--- src/sv/qshv_pkg.sv ---
`default_nettype none

package qshv_pkg;

  // Field and datapath widths.
  localparam int XW    = 18;  // x, y and root width
  localparam int TW    = 16;  // t width
  localparam int NW    = 8;   // multiplier register width
  localparam int SQW   = 2 * XW;        // square of an 18-bit value
  localparam int PW    = SQW + XW;      // shared multiplier product width
  localparam int DW    = 4 * XW;        // fourth power width
  localparam int ACC_W = DW + 1;        // sum of two fourth powers
  localparam int BW    = 5;   // root bit index width
  localparam int KW    = 5;   // common power-of-two count in the gcd
  localparam int GIW   = 2;   // gcd pair index width

  // Configuration.
  localparam int          CFG_AW   = 3;
  localparam int          CFG_DW   = 32;
  localparam logic        REG_N    = 1'b0;   // word index of n_multiplier
  localparam logic [NW-1:0] N_RESET = 8'd17;

  // Sequencer states.
  typedef enum logic [3:0] {
    ST_IDLE,
    ST_SQ,
    ST_LO,
    ST_HI,
    ST_NLO,
    ST_NHI,
    ST_CHECK,
    ST_RCMP,
    ST_FIN,
    ST_GCD,
    ST_DONE
  } state_t;

  // Which operand the fourth-power sequence is working on.
  typedef enum logic [1:0] {
    PH_T,
    PH_X,
    PH_Y,
    PH_ROOT
  } phase_t;

  // Alignment of the product before accumulation.
  typedef enum logic [1:0] {
    SH_0,
    SH_18,
    SH_36
  } shift_t;

  // Gcd pair codes.
  localparam logic [GIW-1:0] GP_XY = 2'd0;
  localparam logic [GIW-1:0] GP_Z  = 2'd1;

endpackage

`default_nettype wire

--- src/sv/quartic_sum_hit_verifier_top.sv ---
// Items whose sum is zero or exceeds N*t^4 finish after the range check; the others go on
// to the root search, and those with a hit also run the gcd. One item is taken at a time;
// busy stays high through the result strobe. The time is set by the single 36x18 multiplier,
// reused for every fourth power and each of the 18 root bits, and by the one-step-per-cycle
// binary gcd.
// Reset (rst_n low, synchronous) returns the sequencer to idle and N to 17.
`default_nettype none

module quartic_sum_hit_verifier_top import qshv_pkg::*; (
  input  wire logic              clk,
  input  wire logic              rst_n,
  // Command channel.
  input  wire logic              start,
  output logic                   busy,
  input  wire logic [XW-1:0]     in_x_value,
  input  wire logic [XW-1:0]     in_y_value,
  input  wire logic [TW-1:0]     in_t_value,
  // Result channel.
  output logic                   out_valid,
  output logic [XW-1:0]          out_z_root,
  output logic                   out_hit,
  output logic                   out_primitive_res,
  // Configuration port.
  input  wire logic              psel,
  input  wire logic              penable,
  input  wire logic              pwrite,
  input  wire logic [CFG_AW-1:0] paddr,
  input  wire logic [CFG_DW-1:0] pwdata,
  output logic [CFG_DW-1:0]      prdata,
  output logic                   pready
);

  state_t            state_r, state_nxt;
  phase_t            phase_r;
  logic [NW-1:0]     n_r;
  logic [XW-1:0]     x_r, y_r;
  logic [TW-1:0]     t_r;
  logic [SQW-1:0]    sq_r;
  logic [ACC_W-1:0]  acc_r;
  logic [DW-1:0]     s_r, d_r;
  logic [XW-1:0]     root_r;
  logic [BW-1:0]     bit_r;
  logic              exact_r;
  logic [XW-1:0]     ga_r, gb_r;
  logic [KW-1:0]     k_r;
  logic [GIW-1:0]    gidx_r;
  logic [XW-1:0]     z_r;
  logic              hit_r, prim_r;

  // Configuration register write and read-back.
  always_ff @(posedge clk) begin
    if (!rst_n) begin
      n_r <= N_RESET;
    end else if (psel && penable && pwrite && (paddr[CFG_AW-1] == REG_N)) begin
      n_r <= pwdata[NW-1:0];
    end
  end

  assign pready = 1'b1;
  assign prdata = (paddr[CFG_AW-1] == REG_N) ? {{(CFG_DW-NW){1'b0}}, n_r} : '0;

  // Operand for the squaring step.
  logic [XW-1:0] cand;
  logic [XW-1:0] op_val;

  assign cand = root_r | (XW'(1) << bit_r);

  always_comb begin
    case (phase_r)
      PH_T:    op_val = {{(XW-TW){1'b0}}, t_r};
      PH_X:    op_val = x_r;
      PH_Y:    op_val = y_r;
      default: op_val = cand;
    endcase
  end

  // Shared multiplier operand selection.
  logic [SQW-1:0] mul_a;
  logic [XW-1:0]  mul_b;
  shift_t         mul_sh;
  logic           acc_clr;

  always_comb begin
    mul_a   = '0;
    mul_b   = '0;
    mul_sh  = SH_0;
    acc_clr = 1'b0;
    case (state_r)
      ST_SQ: begin
        mul_a = {{(SQW-XW){1'b0}}, op_val};
        mul_b = op_val;
      end
      ST_LO: begin
        mul_a   = sq_r;
        mul_b   = sq_r[XW-1:0];
        acc_clr = (phase_r != PH_Y);
      end
      ST_HI: begin
        mul_a  = sq_r;
        mul_b  = sq_r[SQW-1:XW];
        mul_sh = SH_18;
      end
      ST_NLO: begin
        mul_a   = s_r[SQW-1:0];
        mul_b   = {{(XW-NW){1'b0}}, n_r};
        acc_clr = 1'b1;
      end
      ST_NHI: begin
        mul_a  = s_r[DW-1:SQW];
        mul_b  = {{(XW-NW){1'b0}}, n_r};
        mul_sh = SH_36;
      end
      default: begin
        mul_a = '0;
      end
    endcase
  end

  // Multiply, align and accumulate.
  logic [PW-1:0]    prod;
  logic [ACC_W-1:0] prod_ext, shifted, acc_add;

  assign prod     = PW'(mul_a) * PW'(mul_b);
  assign prod_ext = ACC_W'(prod);

  always_comb begin
    case (mul_sh)
      SH_18:   shifted = prod_ext << XW;
      SH_36:   shifted = prod_ext << SQW;
      default: shifted = prod_ext;
    endcase
  end

  assign acc_add = (acc_clr ? '0 : acc_r) + shifted;

  // Range check of the sum against N*t^4, and the root candidate compare.
  logic [ACC_W:0] diff;
  logic           sum_bad;
  logic           cand_le, cand_eq;
  logic           hit_cond;

  assign diff     = {2'b00, s_r} - {1'b0, acc_r};
  assign sum_bad  = (acc_r == '0) || diff[ACC_W];
  assign cand_le  = (acc_r <= {1'b0, d_r});
  assign cand_eq  = (acc_r == {1'b0, d_r});
  assign hit_cond = exact_r && (y_r <= root_r);

  // One binary gcd step per cycle.
  logic          g_done;
  logic [XW-1:0] g_val;
  logic [XW-1:0] ga_s, gb_s;
  logic [KW-1:0] k_s;

  assign g_done = (ga_r == '0) || (gb_r == '0);
  assign g_val  = ((gb_r == '0) ? ga_r : gb_r) << k_r;

  always_comb begin
    ga_s = ga_r;
    gb_s = gb_r;
    k_s  = k_r;
    if (!ga_r[0] && !gb_r[0]) begin
      ga_s = ga_r >> 1;
      gb_s = gb_r >> 1;
      k_s  = k_r + KW'(1);
    end else if (!ga_r[0]) begin
      ga_s = ga_r >> 1;
    end else if (!gb_r[0]) begin
      gb_s = gb_r >> 1;
    end else if (ga_r >= gb_r) begin
      ga_s = (ga_r - gb_r) >> 1;
    end else begin
      gb_s = (gb_r - ga_r) >> 1;
    end
  end

  // Sequencer state register.
  always_ff @(posedge clk) begin
    if (!rst_n) begin
      state_r <= ST_IDLE;
    end else begin
      state_r <= state_nxt;
    end
  end

  // Next-state logic.
  always_comb begin
    state_nxt = state_r;
    case (state_r)
      ST_IDLE:  if (start) state_nxt = ST_SQ;
      ST_SQ:    state_nxt = ST_LO;
      ST_LO:    state_nxt = ST_HI;
      ST_HI: begin
        case (phase_r)
          PH_T:    state_nxt = ST_NLO;
          PH_X:    state_nxt = ST_SQ;
          PH_Y:    state_nxt = ST_CHECK;
          default: state_nxt = ST_RCMP;
        endcase
      end
      ST_NLO:   state_nxt = ST_NHI;
      ST_NHI:   state_nxt = ST_SQ;
      ST_CHECK: state_nxt = sum_bad ? ST_DONE : ST_SQ;
      ST_RCMP:  state_nxt = (bit_r == '0) ? ST_FIN : ST_SQ;
      ST_FIN:   state_nxt = hit_cond ? ST_GCD : ST_DONE;
      ST_GCD:   if (g_done && (gidx_r != GP_XY) && (gidx_r != GP_Z)) state_nxt = ST_DONE;
      ST_DONE:  state_nxt = ST_IDLE;
      default:  state_nxt = ST_IDLE;
    endcase
  end

  // Datapath registers, loaded under the sequencer.
  always_ff @(posedge clk) begin
    case (state_r)
      ST_IDLE: begin
        if (start) begin
          x_r     <= in_x_value;
          y_r     <= in_y_value;
          t_r     <= in_t_value;
          phase_r <= PH_T;
        end
      end
      ST_SQ: begin
        sq_r <= prod[SQW-1:0];
      end
      ST_LO: begin
        acc_r <= acc_add;
      end
      ST_HI: begin
        acc_r <= acc_add;
        if (phase_r == PH_T) begin
          s_r <= acc_add[DW-1:0];
        end else if (phase_r == PH_X) begin
          phase_r <= PH_Y;
        end
      end
      ST_NLO: begin
        acc_r <= acc_add;
      end
      ST_NHI: begin
        s_r     <= acc_add[DW-1:0];
        phase_r <= PH_X;
      end
      ST_CHECK: begin
        if (sum_bad) begin
          z_r    <= '0;
          hit_r  <= 1'b0;
          prim_r <= 1'b0;
        end else begin
          d_r     <= diff[DW-1:0];
          root_r  <= '0;
          bit_r   <= BW'(XW - 1);
          exact_r <= (diff == '0);
          phase_r <= PH_ROOT;
        end
      end
      ST_RCMP: begin
        // Keep the candidate bit when its fourth power does not exceed the difference.
        if (cand_le) begin
          root_r  <= cand;
          exact_r <= cand_eq;
        end
        if (bit_r != '0) begin
          bit_r <= bit_r - BW'(1);
        end
      end
      ST_FIN: begin
        z_r    <= root_r;
        hit_r  <= hit_cond;
        prim_r <= 1'b0;
        ga_r   <= x_r;
        gb_r   <= y_r;
        k_r    <= '0;
        gidx_r <= GP_XY;
      end
      ST_GCD: begin
        if (g_done) begin
          // Fold the finished gcd into the next pair.
          k_r    <= '0;
          gidx_r <= gidx_r + GIW'(1);
          case (gidx_r)
            GP_XY: begin
              ga_r <= g_val;
              gb_r <= root_r;
            end
            GP_Z: begin
              ga_r <= g_val;
              gb_r <= {{(XW-TW){1'b0}}, t_r};
            end
            default: begin
              prim_r <= (g_val == XW'(1));
            end
          endcase
        end else begin
          ga_r <= ga_s;
          gb_r <= gb_s;
          k_r  <= k_s;
        end
      end
      default: begin
        sq_r <= sq_r;
      end
    endcase
  end

  // Handshake and result outputs.
  always_comb begin
    busy              = (state_r != ST_IDLE);
    out_valid         = (state_r == ST_DONE);
    out_z_root        = z_r;
    out_hit           = hit_r;
    out_primitive_res = prim_r;
  end

endmodule

`default_nettype wire

--- config.mk ---
export PLATFORM = sky130hd
export DESIGN_NAME = quartic_sum_hit_verifier_top
export DESIGN_NICKNAME = d
export VERILOG_FILES = /design/src/sv/qshv_pkg.sv /design/src/sv/quartic_sum_hit_verifier_top.sv
export SDC_FILE = /design/constraint.sdc
export NUM_CORES = 2
export LEC_CHECK = 0
export BUFFER_PORTS_ARGS = -buffer_cell sky130_fd_sc_hd__buf_4
export CAP_MARGIN = 25
export CORE_MARGIN = 4
export CORE_UTILIZATION = 35
export CTS_BUF_LIST = sky130_fd_sc_hd__clkbuf_8
export DETAILED_ROUTE_END_ITERATION = 10
export PLACE_DENSITY = 0.56
export SLEW_MARGIN = 10
export SYNTH_ARGS = -nofsm -noshare
export SYNTH_HDL_FRONTEND = slang
export SYNTH_SLANG_ARGS = --single-unit
export TNS_END_PERCENT = 50
--- constraint.sdc ---
create_clock -name clk -period 14.9 [get_ports clk]
set_input_delay 0.745 -clock clk [delete_from_list [all_inputs] [get_ports clk]]
set_output_delay 0.745 -clock clk [all_outputs]
set_load 0.01 [all_outputs]
==> results.yml <==
critical_path:
  crit_type: "reg2reg"
  timing.critical_path.to: "acc_r[67]$_DFFE_PP_"
  required_ns: 15.37
  worstSetupStartpoint: "state_r[1]$_SDFFE_PN0P_"
  cp_max_fo: 20
  timing.reg2reg.worst_path_depth: 41
  crit-reg2reg-capture: "acc_r[67]$_DFFE_PP_"
  worst_ep_arrival_time_ns: 13.76
  endpoint_class_of_the_critical_path: "register"
  crit_path_max_delay_cell_type: "sky130_fd_sc_hd__nand4_1"
  regToRegSetupSlack_ns: 1.61
  start_kind: "register"
  most_frequent_cell_on_critical_path: "sky130_fd_sc_hd__fa_1"
  reg2reg_from: "state_r[1]$_SDFFE_PN0P_"
  critPathMaxStageDelay_ns: 0.83
power_and_ir_drop:
  part_of_the_total_power_dissipated_in_the_clock_network_pct: 12.0
  p_sw_share_pct: 52.12
  power_report.internal_total_uw: 4405
  combPwrFrac_pct: 66.3
  vdd_ir_drop_max_mv: 0.1710
  pwr-share-seq_pct: 21.7
  total_power_uw: 9202
  static-leakage-power_uw: 0.02505
  power_density_mw_per_mm2: 165.8
  switching_power_uw: 4796
global_routing:
  grt_util_met3_pct: 3.792
  grt_use_met1_pct: 33.45
  grt_pass1_vias: 42616
  grt.overflow.total: 0
  grtUsageTotal_pct: 24.09
  gr-max-usage-layer: "met2"
  first_pass_grt_wire_length_um: 276200
  antenna_violations_before_repair: 3
  grtUsageMet2_pct: 38.24
  grt_max_degree: 77
sta:
  final_hold_viol_count: 0
  maxSlewHeadroom_pct: 25.97
  slew_violations: 0
  fin_setup_tns_ns: 0
  finalSetupViolCount: 0
  fin_skew_ns: 0.05043
  rsz0062_at_grt: "no"
  final_period_minus_worst_setup_slack_ns: 13.29
  tightest_pin_transition_ns: 1.110
  fmax_mhz: 75.22
  finalCritPeriodShare_pct: 89.22
yosys:
  netlist_instances: 5791
  synth_common_cells: "sky130_fd_sc_hd__inv_1 (848), sky130_fd_sc_hd__nand2_1 (724), sky130_fd_sc_hd__fa_1 (548)"
  synth.distinct_cells: 98
  synth.cell_area_mm2: 0.05121
  synth_flop_cell: "sky130_fd_sc_hd__edfxtp_1"
  synthDominantAreaCellType: "sky130_fd_sc_hd__edfxtp_1"
  ys_warn_count: 0
  ys_seq_area_share_pct: 23.57
  synth_largest_type_area_fraction_pct: 23.11
  syn_avg_cell_area_um2: 8.842
  synthTopCellsByArea: "sky130_fd_sc_hd__edfxtp_1 (23%), sky130_fd_sc_hd__fa_1 (21%), sky130_fd_sc_hd__ha_1 (10%)"
  number_of_synthesized_register_bits: 406
  synth_enable_flop_cells: 394
  async_flop_share_pct: 0
  synth_most_common_cell: "sky130_fd_sc_hd__inv_1"
floorplan:
  io-pin-count: 148
  start_util_pct: 35.18
  dieArea_mm2: 0.1525
  row_cnt: 140
  die_x_um: 390.5
  fp.dieH_um: 390.5
  placeableCoreArea_mm2: 0.1456
clock_network:
  tritoncts_num_sinks: 406
  postCtsSetupBuffers: 0
  tritoncts.num_buffers: 75
  cts-hold-fix-buffers: 0
  clk_pin_slew_worst_paths_ns: 0.07
  cts_tree: "built"
  root_buffer_cell: "sky130_fd_sc_hd__clkbuf_8"
  htree_levels: 3
  post_cts_resized: 0
  cts.path.max_buffers: 3
  clock_latency_at_the_later_pin_of_the_worst_skew_pair_ns: 0.74
drt:
  drt-total-wl_um: 186700
  routed-via-count: 43083
  detailedRoute.firstPassIterationCount: 8
  drc: 0
  drt-wirelength-per-cell_um: 24.08
  viasPerCell: 5.558
  initialDrtViolationCount: 4023
  final_antenna_net_count: 0
placement:
  io_buffers: 96
  placed_wire_length_estimate_um: 151000
  detailed_place.area_mm2: 0.05399
  routabilityCongestion: 0.9478
run:
  maxCapViolCount: 0
min_path:
  timing.hold.worst.class: "in2reg"
finish:
  area_growth_syn_to_layout_pct: 8.415
  layout.filler_cells: 14844
  final_cell_area_mm2: 0.05551
  final_util_pct: 38.14
  final_layout_size_suffix_gt1_share_pct: 6.531
  nets: 6823
run_status:
  status: "finished, final reports clean"
critical path: cells and delay by family (launching register included):
kind                     cells  cell delay (ns)
AO/OA/AOI/OAI               19             4.62
XOR/XNOR                     2             0.47
adder cells (fa/ha/maj)      8             3.54
buffers and inverters        4             0.85
flip-flops                   1             0.70
AND/OR/NAND/NOR              8             2.82
layer usage:
layer  part of all wire, %  vias to the layer above
met5                     0                        -
met2                    45                     1801
met4                   4.0                        0
met3                   7.9                      333
li1                      -                    19388
met1                    43                    21561
layout by cell type (no fill, tap or decap), types with 70 or more instances in the layout:
master	n
sky130_fd_sc_hd__ha_1	408
sky130_fd_sc_hd__fa_1	548
sky130_fd_sc_hd__nor3_1	94
sky130_fd_sc_hd__buf_4	169
sky130_fd_sc_hd__xor2_1	76
sky130_fd_sc_hd__nand4_1	78
sky130_fd_sc_hd__nand2_1	724
sky130_fd_sc_hd__a21oi_1	346
sky130_fd_sc_hd__inv_1	865
sky130_fd_sc_hd__xnor2_1	140
sky130_fd_sc_hd__nor2b_1	70
sky130_fd_sc_hd__clkbuf_8	76
sky130_fd_sc_hd__o21ai_0	225
sky130_fd_sc_hd__a21o_1	141
sky130_fd_sc_hd__and2_1	140
sky130_fd_sc_hd__nor2_1	431
sky130_fd_sc_hd__edfxtp_1	394
registers in the layout, summed over array words and instances, names as in the netlist, 18 cells and up:
| signal | count |
|---|---|
| d_r | 72 |
| out_z_root | 18 |
| gb_r | 18 |
| ga_r | 18 |
| root_r | 18 |
| acc_r | 73 |
| sq_r | 36 |
| s_r | 72 |
| x_r | 18 |
| y_r | 18 |
cells by family (layout without fill, tap and decap cells):
family          after synthesis  in the layout  synth area share (%)
compound gates             1150           1150                 14.44
xor+xnor                    216            216                 3.695
fa+ha+maj                   957            957                 31.42
buf+inv                    1146           1166                 8.606
flops                       406            406                 23.57
mux                          78             78                 1.605
other cells                   2             26               0.01467
simple gates               1836           1836                 16.65
final cells by class:
cell class,count,area (µm²),area share [%]
diodes,1,2.502,0.004508
clock buffers,76,1046,1.884
clock inverters,62,410.4,0.7393
inverters,850,3191,5.747
multi-input cells,4262,34990,63.03
flip-flops and latches,406,12070,21.75
well taps,1917,2399,4.321
repair buffers,178,1401,2.524
how the worst min path moves through the flow:
stage                        start             endpoint  slack, ns  cells past startpoint
2_1_floorplan  n_r[1]$_SDFFE_PN0P_  n_r[1]$_SDFFE_PN0P_       0.45                      2
3_3_place_gp   n_r[2]$_SDFFE_PN0P_  n_r[2]$_SDFFE_PN0P_       0.52                      2
3_5_place_dp   n_r[2]$_SDFFE_PN0P_  n_r[2]$_SDFFE_PN0P_       0.52                      2
4_1_cts             in_y_value[11]    y_r[11]$_DFFE_PP_       0.11                      1
5_1_grt              in_y_value[0]     y_r[0]$_DFFE_PP_       0.13                      1
6_report            in_y_value[11]    y_r[11]$_DFFE_PP_       0.18                      1
power by group through the flow:
stage          clock network [µW]  registers (µW)  logic (µW)
5_1_grt                      1180            2000        6590
3_3_place_gp                    0            2010        5920
6_report                     1110            2000        6100
3_5_place_dp                    0            2010        5940
4_1_cts                      1130            1990        5990
2_1_floorplan                   0            1860        4000
metrics by stage:
step / std cells / hold WS (ns) / setup WS [ns]
after floorplan: 5814 / 0.4522 / 3.528
after global placement: 7604 / 0.5191 / 2.040
after detailed placement: 7608 / 0.5243 / 1.861
after CTS: 7746 / 0.1143 / 1.861
after global routing: 7751 / 0.1340 / 0.8606
final: 7752 / 0.1774 / 1.606
(Power assumes the default switching activity.)
